$ cat config.mk
export PLATFORM = sky130hd
export DESIGN_NAME = nps_front
export DESIGN_NICKNAME = d
export VERILOG_FILES = /design/src/nps_pkg.sv /design/src/nps_front.sv
export SDC_FILE = /design/constraint.sdc
export NUM_CORES = 1
export LEC_CHECK = 0
export BUFFER_PORTS_ARGS = -buffer_cell sky130_fd_sc_hd__buf_2
export CAP_MARGIN = 20
export CORE_ASPECT_RATIO = 0.9
export CORE_MARGIN = 1
export CORE_UTILIZATION = 30
export DETAILED_ROUTE_END_ITERATION = 6
export HOLD_SLACK_MARGIN = 0.1
export MAX_ROUTING_LAYER = met4
export PLACE_DENSITY = 0.6
export SLEW_MARGIN = 20
export SYNTH_ARGS = -nofsm -noshare
export SYNTH_HDL_FRONTEND = slang
export SYNTH_SLANG_ARGS = --single-unit
$ cat constraint.sdc
create_clock -name clock -period 1.8 [get_ports clock]
set_clock_uncertainty 0.05 [all_clocks]
set_input_delay 0.45 -clock clock [delete_from_list [all_inputs] [get_ports clock]]
set_output_delay 0.45 -clock clock [all_outputs]
set_load 0.02 [all_outputs]
$ cat src/nps_pkg.sv
// ----------------------------------------------------------------------------
// nps_pkg
// Types, constants and helpers shared by the nearest palette colour search.
// ----------------------------------------------------------------------------
package nps_pkg;

   localparam int COMPONENT_BITS = 8;
   localparam int COMP_W         = 8;
   localparam int INDEX_W        = 8;
   localparam int DIST_W         = 18;
   localparam int SQ_W           = 2 * COMP_W;
   localparam int SIX_BIT_SHIFT  = 2;
   localparam int QUEUE_DEPTH    = 2;

   localparam logic [COMP_W-1:0] COMP_MASK     = COMP_W'((1 << COMPONENT_BITS) - 1);
   localparam logic [COMP_W-1:0] SIX_BIT_LIMIT = COMP_W'(63);
   localparam logic [DIST_W-1:0] MAX_DIST      = DIST_W'(195075);

   localparam logic ACT_LOAD  = 1'b0;
   localparam logic ACT_QUERY = 1'b1;

   typedef logic [COMP_W-1:0] comp_type;

   typedef struct packed {
      logic                 action;
      logic [INDEX_W-1:0]   entry_index;
      comp_type             red;
      comp_type             green;
      comp_type             blue;
   } req_type;

   typedef struct packed {
      logic [INDEX_W-1:0]   best_index;
      comp_type             match_red;
      comp_type             match_green;
      comp_type             match_blue;
      logic [DIST_W-1:0]    match_distance;
   } rsp_type;

   // Classified command passed from the front end to the search engine
   typedef struct packed {
      logic                 is_query;
      logic                 in_range;
      logic [INDEX_W-1:0]   index;
      comp_type             red;
      comp_type             green;
      comp_type             blue;
   } cmd_type;

   function automatic logic [SQ_W-1:0] sq_diff(input comp_type a, input comp_type b);
      comp_type d;
      d = (a > b) ? (a - b) : (b - a);
      return SQ_W'(d) * SQ_W'(d);
   endfunction

   function automatic comp_type six_bit_scale(input comp_type x);
      return comp_type'((x << SIX_BIT_SHIFT) & COMP_MASK);
   endfunction

endpackage

$ cat src/nps_front.sv
// ----------------------------------------------------------------------------
// nps_front
// Input stage: registers each transaction, masks components, flags range.
// ----------------------------------------------------------------------------
module nps_front #(
   parameter int PALETTE_ENTRIES = 256
) (
   input  logic             clock,
   input  logic             reset,
   input  logic             req_valid,
   output logic             req_ready,
   input  nps_pkg::req_type req_data,
   output logic             cmd_valid,
   input  logic             cmd_ready,
   output nps_pkg::cmd_type cmd_data
);

   logic             vld_ff, vld_in;
   nps_pkg::cmd_type cmd_ff, cmd_in;
   logic             take;

   assign req_ready = !vld_ff || cmd_ready;
   assign take      = req_valid && req_ready;

   always_comb begin
      cmd_in.is_query = (req_data.action == nps_pkg::ACT_QUERY);
      cmd_in.in_range = (32'(req_data.entry_index) < PALETTE_ENTRIES);
      cmd_in.index    = req_data.entry_index;
      cmd_in.red      = req_data.red   & nps_pkg::COMP_MASK;
      cmd_in.green    = req_data.green & nps_pkg::COMP_MASK;
      cmd_in.blue     = req_data.blue  & nps_pkg::COMP_MASK;
      vld_in          = take || (vld_ff && !cmd_ready);
   end

   always_ff @(posedge clock) begin
      if (reset) begin
         vld_ff <= 1'b0;
      end else begin
         vld_ff <= vld_in;
      end
   end

   always_ff @(posedge clock) begin
      if (take) begin
         cmd_ff <= cmd_in;
      end
   end

   assign cmd_valid = vld_ff;
   assign cmd_data  = cmd_ff;

endmodule

==> results.yml, run 1 <==
status:
  status: "complete, no violations"
logic_synthesis:
  yosysMostFrequentCell: "edfxtp_1"
  synthDistinctLibCells: 8
  syn_inst: 40
  synth-compound-area-share_pct: 0.828
  synth_fp_nets: 77
  syn_avg_cell_area_um2: 26.4
  yosys_most_used_dff: "edfxtp_1"
  synth_top_area_share_pct: 93.7
  synth_top_area_cell: "edfxtp_1"
  synth_fa_ha_area_share_pct: 0
  synth-simple-area-share_pct: 2.13
  synth.ff_latch_count: 34
  synth_top_family_by_area: "simple AND/OR/NAND/NOR gates"
  synth_warnings: 0
  synth_mux_area_share_pct: 0
  netlist_area_um2: 1060
  ys_async_sr_fraction_pct: 0
  synth_edf_count: 33
  synth-xor-area-share_pct: 0
  synth_area_leaders: "edfxtp_1 (94%), dfxtp_1 (1.9%), nand2b_4 (1.3%), a21oi_2 (0.83%), and2_4 (0.83%)"
  synth-seq-area-share_pct: 95.6
power_and_ir_drop:
  power_frac_clock_pct: 33.7
  p_total_mw: 1.66
  ir_drop_uv: 561
  p_sw_share_pct: 22.0
  p_leak_nw: 0.677
  pwr-share-comb_pct: 9.9
  pwr-share-seq_pct: 56.4
  switching_power_mw: 0.365
  power_per_cell_area_nw_per_um2: 1070
  p_int_mw: 1.29
worst_setup_path:
  arrival_ns: 0.89
  cp-end-kind: "output pin"
  cp_num_buf_inv: 1
  rrSetupSlack_ns: 0.56
  crit_type: "reg -> out"
  cp_slowest_stage_delay_ns: 0.39
  setup.worst_path.start_class: "flip-flop"
  worst-path-max-fanout: 3
  worstPathCellList: "nand2b_4 > buf_2"
  required_ns: 1.30
  cpMaxStageDelayCell: "dfxtp_1"
  crit_family: "flip-flops"
cells_and_area:
  syn_to_final_growth_pct: 46.7
  drive_above_1_share_pct: 68.6
  instances_no_fill: 162
  finalNetCount: 154
  n_antenna_cell: 0
  filler_cell_count: 316
  final_core_util_pct: 45.9
  final_area_um2: 1550
place:
  place_area_um2: 1460
  hpwl_mm: 1.35
  io_buffer_count: 71
  dp_slack_ns: 0.302
  gp_congestion: 0.684
  dp.cells: 154
sta:
  setup-tns-final_ns: 0
  post-route-min-period_ns: 1.39
  setup_ws_ns: 0.410
  setup_violations: 0
  rsz0062_at_grt: "no"
  worst_hold_slack_ns: 0.278
  slew_violations: 0
  fmax_mhz: 720
  finalCritPeriodShare_pct: 77.2
  finalHoldViolCount: 0
global_routing:
  grt_util_all_layers_pct: 10.6
  grt_max_degree: 34
  grt_pass1_wl_mm: 2.72
  antenna_found_initial: 0
  grt_pass1_vias: 620
  overflow: 0
clock_network:
  post_cts_resize_count: 0
  clk_latency_ns: 0.27
  clock_sinks: 34
  htree_levels: 2
  cts_buffers: 5
  hold_buffers: 0
  clk_pin_slew_worst_paths_ns: 0.06
  cts_setup_buffers: 0
  cts_root_buffer: "clkbuf_8"
  cts_tree: "yes"
  cts_buffer_depth: 2
drt:
  via_per_inst: 3.98
  wire_per_inst_um: 11.2
  drtPass1Iterations: 3
  routed_wl_mm: 1.82
  ant_nets: 0
  drc: 0
  vias: 645
  drt_iter0_drc: 4
job:
  max-cap-violations: 0
die:
  core_area_um2: 3380
  die_w_um: 64.6
  rows: 20
  io_pins: 73
  die_y_um: 58.3
  start_util_pct: 31.3
  die_area_um2: 3770
min_path:
  worst_hold_path_type: "in -> reg"
-- registers in the layout, summed over array words and instances (netlist names) --
signal and cells:
cmd_data 33, cmd_valid 1
-- metal layers --
layer  vias to the layer above  wire, um  GRT usage (%)
met1                       287       756           11.3
met2                        50       843           16.1
met5                         -         0              -
met4                         0        25           4.76
met3                         3       197           6.01
li1                        305         -              -
-- cell type report --
type	instances	area, um2	area share [%]
flip-flops and latches	34	1010	65.2
repair buffers	71	355	22.9
clock buffers	7	86.3	5.56
well taps	44	55.1	3.55
multi-input cells	4	35.0	2.26
clock inverters	1	5.00	0.323
inverters	1	3.75	0.242
-- final timing paths --
path / from / endpoint / depth (start not counted)
setup / recovery: cmd_valid / req_ready / 2
hold / removal: reset / cmd_valid / 2
setup reg to reg: cmd_valid / cmd_data[29] / 2
hold reg to reg: cmd_valid / cmd_valid / 2
-- cells in the final DEF, fill, tap and decap left out --
cell      Yosys  routed
clkbuf_8      0       6
and2_4        1       1
dfxtp_1       1       1
clkinv_2      0       1
conb_1        1       1
a21oi_2       1       1
inv_1         1       1
nand2b_4      1       1
clkbuf_1      0       1
buf_2         0      71
edfxtp_1     33      33
-- cells by family after synthesis --
logic type | Yosys count
simple gates | 2
flops | 34
buf+inv | 2
other cells | 1
compound gates | 1
-- power by group through the flow --
stage                     sequential [mW]  combinational, mW  clock, mW
final                               0.934              0.164      0.558
after floorplan                      1.01             0.0243          0
after global routing                0.938              0.176      0.617
after CTS                           0.935              0.167      0.582
after detailed placement            0.951              0.168          0
after global placement              0.950              0.164          0
-- worst register-to-register path: stages, from the launching register on --
cell and delay, ns:
dfxtp_1 0.34, nand2b_4 0.09, and2_4 0.41
Note: power is estimated with default switching activity, not from simulation.
==> inputs of run 2 (changes only) <==
--- a/config.mk
+++ b/config.mk
@@ -5,6 +5,7 @@
 export SDC_FILE = /design/constraint.sdc
 export NUM_CORES = 1
 export LEC_CHECK = 0
+export ABC_AREA = 1
 export BUFFER_PORTS_ARGS = -buffer_cell sky130_fd_sc_hd__buf_2
 export CAP_MARGIN = 20
 export CORE_ASPECT_RATIO = 0.9
==> constraint.sdc (replaced) <==
create_clock -name clock -period 1.3 [get_ports clock]
set_clock_uncertainty 0.05 [all_clocks]
set_input_delay 0.325 -clock clock [delete_from_list [all_inputs] [get_ports clock]]
set_output_delay 0.325 -clock clock [all_outputs]
set_load 0.02 [all_outputs]
==> results.yml, run 2 <==
status:
  status: "complete, no violations"
logic_synthesis:
  synth_top_area_share_pct: 94.4
  synth-seq-area-share_pct: 96.3
  synth_edf_count: 33
  synth_warnings: 0
  yosysMostFrequentCell: "edfxtp_1"
  ys_async_sr_fraction_pct: 0
  netlist_area_um2: 1050
  synth_area_leaders: "edfxtp_1 (94%), dfxtp_1 (1.9%), a21oi_2 (0.83%), buf_4 (0.72%), nand2_2 (0.60%)"
  syn_avg_cell_area_um2: 25.6
  syn_inst: 41
  yosys_most_used_dff: "edfxtp_1"
  synthDistinctLibCells: 9
  synth_top_area_cell: "edfxtp_1"
  synth_fp_nets: 78
  synth.ff_latch_count: 34
min_path:
  worst_hold_path_type: "in -> reg"
  min_from: "reset"
  whs_path_depth: 2
  min_delay_worst_endpoint: "cmd_valid"
place:
  dp_slack_ns: 0.0904
  place_area_um2: 1510
  dp.cells: 157
  io_buffer_count: 71
  gp_congestion: 0.653
cells_and_area:
  multi_input_area_um2: 35.0
  finalNetCount: 157
  syn_to_final_growth_pct: 51.4
  filler_cell_count: 310
  ff_latch_area_um2: 1010
  instances_no_fill: 165
  mostFrequentLayoutCells: "buf_2 (71), edfxtp_1 (33), clkbuf_8 (5), buf_12 (2)"
  final_common_cell: "buf_2"
  largest_reg_flops: 33
  final_area_um2: 1590
  drive_above_1_share_pct: 69.4
  n_antenna_cell: 0
worst_setup_path:
  cp-end-kind: "output pin"
  rrSetupSlack_ns: 0.22
  reg2regPathDepth: 2
  required_ns: 0.93
  arrival_ns: 0.87
  worstPathCellList: "nand2_2 > buf_2"
  r2r_end: "cmd_data[5]"
  cp_slowest_stage_delay_ns: 0.36
  cp_num_buf_inv: 1
  r2r_start: "cmd_valid"
  setup.worst_path.start_class: "flip-flop"
  worst-path-max-fanout: 3
  path_depth: 2
  cpMaxStageDelayCell: "dfxtp_4"
  crit_type: "reg -> out"
  crit_family: "flip-flops"
sta:
  setup-tns-final_ns: 0
  rsz0062_at_grt: "no"
  worst_hold_slack_ns: 0.141
  post-route-min-period_ns: 1.24
  finalHoldViolCount: 0
  fmax_mhz: 803
  slew_violations: 0
  finalCritPeriodShare_pct: 95.7
  setup_ws_ns: 0.0553
  setup_violations: 0
clock_network:
  post_cts_resize_count: 0
  cts_root_buffer: "clkbuf_8"
  htree_levels: 2
  clk_latency_ns: 0.28
  cts_buffer_depth: 2
  cts_buffers: 5
  clk_pin_slew_worst_paths_ns: 0.06
  hold_buffers: 0
  cts_setup_buffers: 0
  clock_sinks: 34
  cts_tree: "yes"
die:
  core_area_um2: 3350
  start_util_pct: 31.3
  rows: 20
  io_pins: 73
  die_area_um2: 3740
  die_y_um: 58.1
  die_w_um: 64.4
power_and_ir_drop:
  pwr-share-seq_pct: 57.4
  p_leak_nw: 0.688
  p_int_mw: 1.74
  ir_drop_uv: 872
  switching_power_mw: 0.513
  power_frac_clock_pct: 31.6
  p_sw_share_pct: 22.7
  pwr-share-comb_pct: 11.0
  power_per_cell_area_nw_per_um2: 1420
global_routing:
  grt_util_all_layers_pct: 12.4
  grt_max_degree: 19
  antenna_found_initial: 0
  grt_pass1_vias: 700
  overflow: 0
  grt_pass1_wl_mm: 3.07
job:
  max-cap-violations: 0
drt:
  vias: 667
  drtPass1Iterations: 2
  ant_nets: 0
  routed_wl_mm: 1.99
  via_per_inst: 4.04
  drc: 0
  wire_per_inst_um: 12.1
  drt_iter0_drc: 15
## run 2: worst max-delay path by stage
stage | startpoint | to | slack, ns
2_1_floorplan | cmd_valid | cmd_data[0] | -0.12
3_3_place_gp | cmd_ready | cmd_data[4] | 0.11
3_5_place_dp | cmd_ready | cmd_data[2] | 0.09
4_1_cts | cmd_valid | req_ready | 0.04
5_1_grt | cmd_valid | req_ready | 0.02
6_report | cmd_valid | req_ready | 0.06
## run 2: power groups by stage
stage / registers [mW] / clock network [mW] / logic, mW
floorplan: 1.40 / 0 / 0.0343
global placement: 1.32 / 0 / 0.247
detailed placement: 1.32 / 0 / 0.253
CTS: 1.29 / 0.740 / 0.253
global route: 1.30 / 0.785 / 0.266
finish: 1.29 / 0.713 / 0.249
## run 2: worst reg2reg max path, stage by stage (launching register included)
cell and delay [ns]:
dfxtp_4 0.36, a21oi_4 0.19, buf_12 0.19
## run 2: final cells by class
type / count / area share (%)
clock inverter: 2 / 0.551
tap: 44 / 3.46
inverter: 2 / 0.472
timing repair buffer: 73 / 24.9
sequential: 34 / 63.9
clock buffer: 6 / 4.57
multi-input combinational: 4 / 2.20
## run 2: routing by layer
layer	global-route usage [%]	wire length, um	up-vias
li1	-	-	313
met1	13.2	806	299
met2	17.4	880	47
met3	7.48	248	8
met4	7.62	53	0
met5	-	0	-
## run 2: cells by family after synthesis
logic type             count (synthesis)  share of synthesized area, %
other                                  1                         0.357
AND/OR/NAND/NOR                        1                         0.596
flip-flops                            34                          96.3
buffers and inverters                  3                          1.43
AO/OA/AOI/OAI                          2                          1.31
## run 2: metrics by stage
stage | util [%] | total power [mW]
6_report | 47.4 | 2.25
5_1_grt | 47.4 | 2.35
4_1_cts | 47.4 | 2.29
3_5_place_dp | 45.0 | 1.57
3_3_place_gp | 45.0 | 1.56
2_1_floorplan | - | 1.44
==> inputs of run 3 (changes only) <==
--- a/config.mk
+++ b/config.mk
@@ -15,6 +15,7 @@
 export HOLD_SLACK_MARGIN = 0.1
 export MAX_ROUTING_LAYER = met4
 export PLACE_DENSITY = 0.6
+export SETUP_SLACK_MARGIN = 0.3
 export SLEW_MARGIN = 20
 export SYNTH_ARGS = -nofsm -noshare
 export SYNTH_HDL_FRONTEND = slang
==> results.yml, run 3 (synthesis results as in run 2) <==
cells_and_area:
  syn_to_final_growth_pct: 68.4
  largest_reg_flops: 33
  n_antenna_cell: 0
  multi_input_area_um2: 35.0
  finalNetCount: 158
  mostFrequentLayoutCells: "buf_2 (43), edfxtp_1 (33), buf_6 (27), clkbuf_8 (5)"
  final_core_util_pct: 52.7
  final_common_cell: "buf_2"
  filler_cell_count: 301
  drive_above_1_share_pct: 69.7
  final_area_um2: 1770
  ff_latch_area_um2: 1010
clock_network:
  clock_sinks: 34
  cts_root_buffer: "clkbuf_8"
  cts_buffer_depth: 2
  clk_latency_ns: 0.28
  cts_tree: "yes"
  clk_pin_slew_worst_paths_ns: 0.06
  htree_levels: 2
  cts_buffers: 5
global_routing:
  grt_max_degree: 19
  grt_util_all_layers_pct: 12.5
  antenna_found_initial: 0
  grt_pass1_vias: 721
  overflow: 0
  grt_pass1_wl_mm: 3.12
sta:
  slew_violations: 0
  fmax_mhz: 824
  post-route-min-period_ns: 1.21
  setup_ws_ns: 0.0864
  setup-tns-final_ns: 0
  finalHoldViolCount: 0
  rsz0062_at_grt: "yes"
  setup_violations: 0
  finalCritPeriodShare_pct: 93.4
place:
  place_area_um2: 1510
  dp_slack_ns: 0.0904
  gp_congestion: 0.653
  io_buffer_count: 71
die:
  io_pins: 73
  rows: 20
  start_util_pct: 31.3
  die_area_um2: 3740
  die_y_um: 58.1
  die_w_um: 64.4
  core_area_um2: 3350
drt:
  via_per_inst: 3.99
  wire_per_inst_um: 12.3
  drtPass1Iterations: 3
  routed_wl_mm: 2.05
  drc: 0
  drt_iter0_drc: 16
  ant_nets: 0
  vias: 663
worst_setup_path:
  worst-path-max-fanout: 3
  cpMaxStageDelayCell: "dfxtp_4"
  required_ns: 0.93
  crit_type: "reg -> out"
  arrival_ns: 0.84
  cp_slowest_stage_delay_ns: 0.36
  cp-end-kind: "output pin"
  worstPathCellList: "nand2_2 > buf_6"
  setup.worst_path.start_class: "flip-flop"
power_and_ir_drop:
  p_leak_nw: 0.751
  ir_drop_uv: 879
  power_per_cell_area_nw_per_um2: 1320
job:
  max-cap-violations: 0
min_path:
  worst_hold_path_type: "in -> reg"
status:
  status: "complete, no violations"
==> run 3: cell types whose count changed in the layout (fill, tap and decap cells not counted), sizes merged <==
| cell | previous run | this run |
|---|---|---|
| buf | 73 | 74 |
==> run 3: final timing paths <==
| check | from | endpoint | slack, ns | cells after the start |
|---|---|---|---|---|
| max reg2reg | cmd_valid | cmd_data[5] | 0.10 | 3 |
| max | cmd_valid | req_ready | 0.09 | 2 |
| min | reset | cmd_valid | 0.14 | 2 |
| min reg2reg | cmd_valid | cmd_valid | 0.47 | 2 |
==> run 3: cell type report <==
class,count,area share (%)
Tap cell,44,3.11
Timing Repair Buffer,74,32.5
Multi-Input combinational cell,4,1.98
Sequential cell,34,57.4
Clock buffer,6,4.10
Inverter,2,0.425
Clock inverter,2,0.495
==> run 3: metrics by stage <==
stage	std cells	hold slack, ns	total power, mW
after detailed placement	157	0.428	1.57
after global placement	157	0.427	1.56
after global routing	166	0.136	2.42
after floorplan	41	0.328	1.44
final	166	0.139	2.33
after CTS	166	0.131	2.31
==> run 3: metal layers <==
layer	vias up	wire (um)	track usage (%)	part of all wire [%]
met5	-	0	-	0
met3	8	286	8.27	14
met2	47	911	17.0	44
met1	294	798	13.3	39
met4	0	53	7.62	2.6
li1	314	-	-	-
==> run 3: power breakdown <==
group          internal (mW)  switching, mW
sequential              1.28         0.0263
combinational          0.155          0.153
clock                  0.367          0.350
total                   1.80          0.530
==> run 3: critical path: cells and delay by family, from the launching register on <==
kind / cells / cell delay (ns)
flops: 1 / 0.36
buf+inv: 1 / 0.13
simple gates: 1 / 0.07
==> run 3: repair_timing <==
action | 4_1_cts | 5_1_grt
buffers inserted | 1 | 0
pin swaps | 0 | 0
setup endpoints to repair | 68 | 68
gates resized for setup | 19 | 36
cloned | 0 | 0
hold buffers | 0 | 0
