===== config.mk =====
export PLATFORM = sky130hd
export DESIGN_NAME = nps_queue
export DESIGN_NICKNAME = d
export VERILOG_FILES = /design/src/nps_pkg.sv /design/src/nps_queue.sv
export SDC_FILE = /design/constraint.sdc
export NUM_CORES = 1
export LEC_CHECK = 0
export BUFFER_PORTS_ARGS = -buffer_cell sky130_fd_sc_hd__clkbuf_2
export CAP_MARGIN = 20
export CELL_PAD_IN_SITES_DETAIL_PLACEMENT = 1
export CELL_PAD_IN_SITES_GLOBAL_PLACEMENT = 2
export CORE_MARGIN = 8
export CORE_UTILIZATION = 40
export DETAILED_ROUTE_END_ITERATION = 8
export PLACE_DENSITY_LB_ADDON = 0.3
export SLEW_MARGIN = 20
export SYNTH_ARGS = -nofsm -noshare
export SYNTH_HDL_FRONTEND = slang
export SYNTH_SLANG_ARGS = --single-unit

===== constraint.sdc =====
create_clock -name clock -period 3.5 [get_ports clock]
set_input_delay 0.175 -clock clock [delete_from_list [all_inputs] [get_ports clock]]
set_output_delay 0.175 -clock clock [all_outputs]
set_load 0.05 [all_outputs]

===== src/nps_pkg.sv =====
// ----------------------------------------------------------------------------
// nps_pkg
// Types, constants and helpers shared by the nearest palette colour search.
// ----------------------------------------------------------------------------
package nps_pkg;

   localparam int COMPONENT_BITS = 8;
   localparam int COMP_W         = 8;
   localparam int INDEX_W        = 8;
   localparam int DIST_W         = 18;
   localparam int SQ_W           = 2 * COMP_W;
   localparam int SIX_BIT_SHIFT  = 2;
   localparam int QUEUE_DEPTH    = 2;

   localparam logic [COMP_W-1:0] COMP_MASK     = COMP_W'((1 << COMPONENT_BITS) - 1);
   localparam logic [COMP_W-1:0] SIX_BIT_LIMIT = COMP_W'(63);
   localparam logic [DIST_W-1:0] MAX_DIST      = DIST_W'(195075);

   localparam logic ACT_LOAD  = 1'b0;
   localparam logic ACT_QUERY = 1'b1;

   typedef logic [COMP_W-1:0] comp_type;

   typedef struct packed {
      logic                 action;
      logic [INDEX_W-1:0]   entry_index;
      comp_type             red;
      comp_type             green;
      comp_type             blue;
   } req_type;

   typedef struct packed {
      logic [INDEX_W-1:0]   best_index;
      comp_type             match_red;
      comp_type             match_green;
      comp_type             match_blue;
      logic [DIST_W-1:0]    match_distance;
   } rsp_type;

   // Classified command passed from the front end to the search engine
   typedef struct packed {
      logic                 is_query;
      logic                 in_range;
      logic [INDEX_W-1:0]   index;
      comp_type             red;
      comp_type             green;
      comp_type             blue;
   } cmd_type;

   function automatic logic [SQ_W-1:0] sq_diff(input comp_type a, input comp_type b);
      comp_type d;
      d = (a > b) ? (a - b) : (b - a);
      return SQ_W'(d) * SQ_W'(d);
   endfunction

   function automatic comp_type six_bit_scale(input comp_type x);
      return comp_type'((x << SIX_BIT_SHIFT) & COMP_MASK);
   endfunction

endpackage


===== src/nps_queue.sv =====
// ----------------------------------------------------------------------------
// nps_queue
// Short command FIFO between front end and search engine.
// ----------------------------------------------------------------------------
module nps_queue (
   input  logic             clock,
   input  logic             reset,
   input  logic             push_valid,
   output logic             push_ready,
   input  nps_pkg::cmd_type push_data,
   output logic             pop_valid,
   input  logic             pop_ready,
   output nps_pkg::cmd_type pop_data
);

   localparam int PTR_W = $clog2(nps_pkg::QUEUE_DEPTH);
   localparam int CNT_W = $clog2(nps_pkg::QUEUE_DEPTH + 1);

   nps_pkg::cmd_type   slot_ff [nps_pkg::QUEUE_DEPTH];
   logic [PTR_W-1:0]   wr_ptr_ff, wr_ptr_in;
   logic [PTR_W-1:0]   rd_ptr_ff, rd_ptr_in;
   logic [CNT_W-1:0]   count_ff,  count_in;
   logic               push, pop;

   assign push_ready = (count_ff != CNT_W'(nps_pkg::QUEUE_DEPTH));
   assign pop_valid  = (count_ff != '0);
   assign push       = push_valid && push_ready;
   assign pop        = pop_valid && pop_ready;
   assign pop_data   = slot_ff[rd_ptr_ff];

   always_comb begin
      wr_ptr_in = push ? wr_ptr_ff + PTR_W'(1) : wr_ptr_ff;
      rd_ptr_in = pop  ? rd_ptr_ff + PTR_W'(1) : rd_ptr_ff;
      count_in  = count_ff;
      if (push && !pop) begin
         count_in = count_ff + CNT_W'(1);
      end else if (pop && !push) begin
         count_in = count_ff - CNT_W'(1);
      end
   end

   always_ff @(posedge clock) begin
      if (reset) begin
         wr_ptr_ff <= '0;
         rd_ptr_ff <= '0;
         count_ff  <= '0;
      end else begin
         wr_ptr_ff <= wr_ptr_in;
         rd_ptr_ff <= rd_ptr_in;
         count_ff  <= count_in;
      end
   end

   always_ff @(posedge clock) begin
      if (push) begin
         slot_ff[wr_ptr_ff] <= push_data;
      end
   end

endmodule


==> flow_metrics.tcl, run 1 <==
set metrics [dict create \
    run_status "complete, no violations" \
    worst_pin_slew_ns 0.649 \
    slew_headroom_pct 56.7 \
    io_buffers 73 \
    grt_pass1_vias 1671 \
    wl_per_cell_um 18.6 \
    p_leak_uw 0.00130 \
    clock_skew_ns 0.00695 \
    syn_area_sq_um 2670 \
    yosysUniqueCellTypes 18 \
    finalMaxSlewViolations 0 \
    std_cell_rows 29 \
    grt_max_degree 35 \
    gp_congestion 0.719 \
    die_x_um 97.7 \
    cp.arrival_ns 1.88 \
    end_kind "output pin" \
    max_freq_ghz 0.486 \
    fin_area_sq_um 3370 \
    grt_pass1_wl_mm 8.97 \
    antenna_left 0 \
    place_area_sq_um 3130 \
    initial_core_util_pct 41.6 \
    die_area_sq_um 9550 \
    holdBufCountCts 0 \
    synth-seq-cells 73 \
    setup_violations 0 \
    clkLatencyLatePin_ns 0.34 \
    synthTopCellsByArea "edfxtp_1 76%, mux2_2 14%, dfxtp_1 3.7%" \
    drc 0 \
    clock-sinks 73 \
    r2r_end "slot_ff[1][7]" \
    synth_top_area_share_pct 76.4 \
    synthesis.nets 169 \
    grt_antenna_before_repair 0 \
    htreeDepth 3 \
    num_antenna_cells 0 \
    maxCapViolCount 0 \
    mostFrequentLayoutCells "73 x clkbuf_2, 68 x edfxtp_1, 34 x mux2_2" \
    power_density_nw_per_um2 868 \
    vias_per_cell 4.80 \
    ys_seq_area_share_pct 80.1 \
    rr_worst_depth 3 \
    cts_tree "built" \
    cp_max_fo 28 \
    cts_buffers 9 \
    cp-start-kind "register" \
    ys_warn_count 0 \
    ctsResizeCount 0 \
    vdd.ir_drop.worst_mv 0.401 \
    drt-pass1-iter-count 4 \
    core_area_sq_um 6420 \
    cts_setup_buffers 0 \
    vias 1416 \
    yosysTopAreaCell "edfxtp_1" \
    nets 252 \
    io_pins 74 \
    syn_area_per_cell_sq_um 20.6 \
    dr.first_iter.drc_count 40 \
    crit_end "pop_data[4]" \
    hold_viol 0 \
    crit_required_ns 3.32 \
    hold_class "input port to register" \
    track_usage_pct 12.3 \
    fin_crit_ns 2.06 \
    die-height_um 97.7 \
    rrSetupSlack_ns 1.50 \
    layout_commonest_cell "clkbuf_2" \
    syn_inst 130 \
    rr_startpoint "count_ff[0]" \
    routed_wl_mm 5.48 \
    area_delta_synth_final_pct 26.3 \
    rsz0062_at_grt "false" \
    final_layout_size_suffix_gt1_share_pct 58.3 \
    final.period_utilization_pct 58.8 \
    crit_type "register to output pin" \
    clockRootBuffer "clkbuf_8" \
    hpwl_mm 3.89 \
    setup_tns_ns 0 \
    path_clk_slew_ns 0.08 \
    grt_overflow 0 \
    clockBufferDepth 2 \
]
[synthesized netlist by cell type]
| master | count |
|---|---|
| edfxtp_1 | 68 |
| mux2_2 | 34 |
| dfxtp_1 | 5 |
| nor2_1 | 3 |
| xor2_1 | 3 |
| a21oi_1 | 2 |
| buf_2 | 2 |
| buf_4 | 2 |
| o21ai_0 | 2 |
| a21bo_2 | 1 |
| and2_1 | 1 |
| and3_1 | 1 |
| ha_1 | 1 |
| inv_1 | 1 |
| nand2b_1 | 1 |
| nand3b_1 | 1 |
| or2_2 | 1 |
| or3_1 | 1 |
[logic make-up (layout without fill, tap and decap cells)]
logic type	after synthesis	in the layout	synth area share (%)
compound gates	5	5	1.12
xor+xnor	3	3	0.983
fa+ha+maj	1	1	0.468
buf+inv	5	93	1.08
flops	73	73	80.2
mux	34	34	14.3
simple gates	9	9	1.87
[worst min-delay path by stage]
stage,start,endpoint,slack (ns),cells past startpoint
after global routing,push_data[16],slot_ff[0][16],0.007,1
after global placement,push_data[19],slot_ff[1][19],0.36,1
final,push_data[29],slot_ff[0][29],0.03,1
after CTS,push_data[24],slot_ff[1][24],0.005,1
after detailed placement,push_data[24],slot_ff[0][24],0.37,1
after floorplan,reset,count_ff[1],0.24,1
[area by class of cell]
type                    count  area (sq um)
clock buffers              10           128
clock inverters             6           115
fillers                   618          3050
inverters                   1          3.75
multi-input cells          52           502
flip-flops and latches     73          2140
well taps                  77          96.3
repair buffers             76           388
[worst max-delay path, stage by stage (launching register included)]
cell	delay [ns]
dfxtp_1	0.49
buf_4	0.41
mux2_2	0.40
clkbuf_2	0.24
[where the power goes]
part	internal (uW)	switching [uW]	leakage (uW)	total, uW
clock	477	310	0.000117	787
combinational	275	728	0.000504	1000
sequential	1090	47.5	0.000676	1140
total	1840	1090	0.00130	2930
[metal layers]
metal  track usage [%]  wire, um  vias to the layer above
met1              13.2      2190                      689
met4              7.31       122                        0
met2              21.2      2910                       47
met5                 0         0                        -
met3              3.48       253                        9
li1                  -         -                      671
[per-stage QoR]
step | util, % | worst slack (ns) | cells | total power [uW] | hold slack, ns
after detailed placement | 48.8 | 1.51 | 279 | 2170 | 0.370
after CTS | 52.5 | 1.38 | 295 | 2970 | 0.00494
after global routing | 52.5 | 1.29 | 295 | 3060 | 0.00696
after global placement | 48.8 | 1.62 | 279 | 2150 | 0.364
final | 52.5 | 1.44 | 295 | 2930 | 0.0262
after floorplan | - | 1.25 | 130 | 1940 | 0.244
[sequential cells by signal, summed over array words and instances, names as in the netlist, named ones only]
signal / flops
count_ff: 2
wr_ptr_ff: 1
slot_ff: 68
rd_ptr_ff: 1
(Power assumes the default switching activity.)
==> inputs of run 2 (changes only) <==
Settings changed: ABC_AREA set to 1, CORE_UTILIZATION 40 to 37.
Clock period 3.5 ns to 2.03 ns, I/O delays scaled along.
==> flow_metrics.tcl, run 2 <==
set metrics [dict create \
    whs_ns 0.0720 \
    grt_pass1_vias 1838 \
    yosys.area_share.simple_pct 2.68 \
    synthTopCellsByArea "edfxtp_1 72%, mux2_4 16%, dfxtp_1 3.5%" \
    yosysUniqueCellTypes 14 \
    drt-pass1-iter-count 4 \
    hold_viol 0 \
    run_status "complete, no violations" \
    die-height_um 104 \
    synth-edff-count 68 \
    fin_ws_ns 0.289 \
    vias 1612 \
    yosysTopAreaCell "edfxtp_1" \
    final.period_utilization_pct 85.8 \
    reg.largest.list "slot_ff: 68 flops, count_ff: 2 flops" \
    hpwl_mm 3.80 \
    mostFrequentLayoutCells "73 x clkbuf_2, 68 x edfxtp_1, 34 x dlygate4sd3_1" \
    rrSetupSlack_ns 0.43 \
    fin_crit_ns 1.74 \
    synth-adder-area-share_pct 0.439 \
    synth_compound_area_share_pct 0.703 \
    final_layout_size_suffix_gt1_share_pct 48.7 \
    worst_pin_slew_ns 0.301 \
    r2r_end "count_ff[1]" \
    max_freq_ghz 0.574 \
    syn_area_sq_um 2850 \
    vdd.ir_drop.worst_mv 0.687 \
    die_x_um 104 \
    cts_tree "built" \
    grt_max_degree 35 \
    slew_headroom_pct 80.0 \
    ys_warn_count 0 \
    ys_seq_area_share_pct 75.2 \
    clkLatencyLatePin_ns 0.33 \
    synth-seq-cells 73 \
    core_area_sq_um 7610 \
    cp-start-kind "register" \
    dr.first_iter.drc_count 32 \
    cts_buffers 9 \
    crit_type "register to output pin" \
    yosys_most_used_dff "edfxtp_1" \
    wl_per_cell_um 15.8 \
    nets 299 \
    cts_setup_buffers 0 \
    synth_mux_area_share_pct 17.4 \
    layout_commonest_cell "clkbuf_2" \
    grt_overflow 0 \
    gp_congestion 0.714 \
    synth_top_family_by_area "multiplexers" \
    die_area_sq_um 10800 \
    path_clk_slew_ns 0.07 \
    syn_inst 143 \
    worstHoldEndpoint "count_ff[1]" \
    drc 0 \
    min-delay-start "reset" \
    initial_core_util_pct 37.4 \
    hold_class "input port to register" \
    rr_startpoint "count_ff[0]" \
    area_delta_synth_final_pct 36.2 \
    cp_max_fo 30 \
    clock-sinks 73 \
    finalMaxSlewViolations 0 \
    largest_reg_flops 68 \
    clock_skew_ns 0.0110 \
    dp_slack_ns 0.411 \
    rr_worst_depth 10 \
    htreeDepth 3 \
    num_antenna_cells 0 \
    synth.most_common_cell "edfxtp_1" \
    synth_top_area_share_pct 71.7 \
    grt_pass1_wl_mm 9.29 \
    setup_violations 0 \
    synth-xor-area-share_pct 0 \
    synthesis.nets 182 \
    clockBufferDepth 2 \
    cp.arrival_ns 1.64 \
    hold_depth 4 \
    grt_antenna_before_repair 0 \
    antenna_left 0 \
    end_kind "output pin" \
    p_leak_uw 0.00156 \
    maxCapViolCount 0 \
    std_cell_rows 32 \
    syn_area_per_cell_sq_um 19.9 \
    rsz0062_at_grt "false" \
    io_buffers 73 \
    track_usage_pct 10.8 \
    io_pins 74 \
    routed_wl_mm 5.80 \
    async_flop_share_pct 0 \
    regMostFlops "slot_ff" \
    vias_per_cell 4.39 \
    crit_required_ns 1.93 \
    power_density_nw_per_um2 1270 \
    yosys-top-cells-count "68 x edfxtp_1, 30 x mux2_4, 9 x nand2_1, 8 x inv_1, 7 x nor2_1" \
    clockRootBuffer "clkbuf_8" \
]
==> run 2: changes by cell type in the layout (fill, tap and decap cells not counted), moves of 3 or more <==
cell and delta:
inv_1 +7, clkinv_2 +3, buf_12 +3, xor2_1 -3
mux2_4 +30, mux2_2 -30, nand2_1 +9, buf_4 -3
dlygate4sd3_1 +34
==> run 2: kinds of logic after synthesis <==
logic type / Yosys count
AOI/OAI and AO/OA: 4
DFF: 73
buffers and inverters: 12
adders and majority gates: 1
muxes: 34
and+or+nand+nor: 19
==> run 2: critical path, cell delays in order, from the launching register on <==
cell and delay [ns]:
dfxtp_2 0.42, buf_12 0.26, mux2_2 0.36, clkbuf_2 0.24
==> run 2: where the power goes <==
group | switching (uW) | internal (uW) | total, uW
Sequential | 75.9 | 1900 | 1980
Combinational | 1260 | 607 | 1870
Clock | 529 | 565 | 1090
Total | 1870 | 3080 | 4940
==> run 2: area by class of cell <==
type	count	area [sq um]
Timing Repair Buffer	110	766
Fill cell	762	3730
Inverter	8	30.0
Clock buffer	9	124
Clock inverter	7	68.8
Tap cell	102	128
Multi-Input combinational cell	58	619
Sequential cell	73	2140
==> run 2: repair_timing <==
action / in CTS / in global routing
hold buffers: 34 / 0
hold endpoints to repair: 68 / 0
resized for setup: 0 / 0
endpoints found under the setup margin: 0 / 0
==> run 2: layer usage <==
layer,up-vias,wire (um),track usage (%)
met2,41,3030,19.4
met1,791,2420,11.6
met3,9,258,3.35
met4,0,86,4.34
li1,771,-,-
met5,-,0,0
==> run 2: through the flow <==
stage	TNS [ns]	utilization (%)	std cells	instance area (sq um)	total power (uW)
floorplan	-16.64	-	143	2850	3490
global placement	0	44.0	317	3350	3830
detailed placement	0	44.0	317	3350	3860
CTS	0	51.0	367	3880	5020
global route	0	51.0	367	3880	5170
finish	0	51.0	367	3880	4940
==> run 2: how the worst max path moves through the flow <==
stage | startpoint | to | cells past startpoint
6_report | register | pop_data[14] | 3
3_5_place_dp | count_ff[0] | count_ff[1] | 10
4_1_cts | register | pop_data[14] | 3
2_1_floorplan | count_ff[0] | slot_ff[0][0] | 4
3_3_place_gp | count_ff[0] | count_ff[1] | 10
5_1_grt | register | pop_data[14] | 3
==> inputs of run 3 (changes only) <==
--- a/constraint.sdc
+++ b/constraint.sdc
@@ -3,2 +3,2 @@
 set_output_delay 0.1015 -clock clock [all_outputs]
-set_load 0.05 [all_outputs]
+set_load 0.005 [all_outputs]
==> flow_metrics.tcl, run 3 (synthesis gave the netlist of run 2 again) <==
set metrics [dict create \
    run_status "complete, no violations" \
    crit_required_ns 1.93 \
    cts_tree "built" \
    crit_type "register to output pin" \
    final.period_utilization_pct 80.9 \
    stdcell_count 370 \
    grt_pass1_vias 1824 \
    hold_viol 0 \
    hold_depth 4 \
    rrSetupSlack_ns 0.47 \
    drt-pass1-iter-count 3 \
    worstHoldEndpoint "count_ff[1]" \
    rsz0062_at_grt "false" \
    die-height_um 104 \
    antenna_left 0 \
    hold_class "input port to register" \
    hpwl_mm 3.91 \
    mostFrequentLayoutCells "73 x clkbuf_2, 68 x edfxtp_1, 34 x dlygate4sd3_1" \
    num_antenna_cells 0 \
    rr_worst_depth 10 \
    final_layout_size_suffix_gt1_share_pct 48.1 \
    path_clk_slew_ns 0.07 \
    clock-sinks 73 \
    dr.first_iter.drc_count 52 \
    max_freq_ghz 0.609 \
    std_cell_rows 32 \
    cts_buffers 9 \
    io_buffers 73 \
    cpLargestDelayFamily "buffers and inverters" \
    wl_per_cell_um 15.7 \
    fin_crit_ns 1.64 \
    vias_per_cell 4.40 \
    gp_congestion 0.706 \
    regMostFlops "slot_ff" \
    area_delta_synth_final_pct 34.8 \
    initial_core_util_pct 37.4 \
    cp.arrival_ns 1.54 \
    nets 302 \
    grt_pass1_wl_mm 9.29 \
    reg.largest.list "slot_ff: 68 flops, count_ff: 2 flops" \
    slew_headroom_pct 73.0 \
    post-route-util_pct 50.4 \
    grt_max_degree 23 \
    grt_antenna_before_repair 0 \
    cp.depth 3 \
    clockBufferDepth 2 \
    critPathBufInv 2 \
    worst_pin_slew_ns 0.405 \
    clock_skew_ns 0.00680 \
    largest_reg_flops 68 \
    end_kind "output pin" \
    routed_wl_mm 5.82 \
    layout_commonest_cell "clkbuf_2" \
    slowest_stage "mux2_2" \
    r2r_end "count_ff[1]" \
    track_usage_pct 11.2 \
    die_x_um 104 \
    die_area_sq_um 10800 \
    drc 0 \
    setup_violations 0 \
    io_pins 74 \
    htreeDepth 3 \
    power_density_nw_per_um2 1060 \
    p_leak_uw 0.00156 \
    rr_startpoint "count_ff[0]" \
    cp_max_fo 22 \
    whs_ns 0.0692 \
    min-delay-start "reset" \
    grt_overflow 0 \
    maxCapViolCount 0 \
    crit_chain "buf_4 -> mux2_2 -> clkbuf_2" \
    clockRootBuffer "clkbuf_8" \
    finalMaxSlewViolations 0 \
    clkLatencyLatePin_ns 0.33 \
    vdd.ir_drop.worst_mv 0.458 \
    place_area_sq_um 3330 \
    vias 1627 \
    slowest_delay_ns 0.38 \
    core_area_sq_um 7610 \
    fin_area_sq_um 3840 \
    cp-start-kind "register" \
    dp_cells 320 \
    cts_setup_buffers 0 \
]
[run 3: area by class of cell]
| class | instances | area, sq um |
|---|---|---|
| multi-input combinational | 58 | 619 |
| fill | 776 | 3770 |
| clock buffer | 13 | 149 |
| timing repair buffer | 113 | 751 |
| tap | 102 | 128 |
| inverter | 8 | 30.0 |
| clock inverter | 3 | 17.5 |
| sequential | 73 | 2140 |
[run 3: power by group]
group | total, uW | leakage [uW] | internal [uW] | switching [uW]
logic | 1130 | 0.000799 | 588 | 538
clock network | 963 | 0.0000834 | 474 | 488
registers | 1970 | 0.000676 | 1900 | 61.9
total | 4050 | 0.00156 | 2970 | 1090
[run 3: tightest hold or removal path: stages]
cell	delay (ns)
clkbuf_2	0.07
inv_1	0.07
nand2_1	0.08
nor2_1	0.04
[run 3: how the worst max path moves through the flow]
| stage | start | slack, ns | to |
|---|---|---|---|
| floorplan | count_ff[0] | -0.40 | slot_ff[0][0] |
| global placement | count_ff[0] | 0.57 | count_ff[1] |
| detailed placement | count_ff[0] | 0.47 | count_ff[1] |
| CTS | register | 0.33 | pop_data[18] |
| global route | count_ff[0] | 0.27 | count_ff[1] |
| finish | register | 0.39 | pop_data[18] |
[run 3: what timing repair did]
item / 4_1_cts / 5_1_grt
hold buffers: 34 / 0
resized for setup: 0 / 0
hold endpoints to repair: 68 / 0
[run 3: through the flow]
step	power [uW]	setup slack, ns	setup TNS [ns]
5_1_grt	4280	0.273	0
4_1_cts	4130	0.330	0
3_5_place_dp	3110	0.467	0
3_3_place_gp	3080	0.566	0
2_1_floorplan	2730	-0.396	-26.91
6_report	4050	0.388	0
[run 3: routing by layer]
metal  global-route usage, %  vias up  wire length [um]
li1                        -      772                 -
met1                    11.2      800              2330
met2                    19.9       42              3050
met3                    3.72       13               292
met4                    6.00        0               144
met5                       0        -                 0
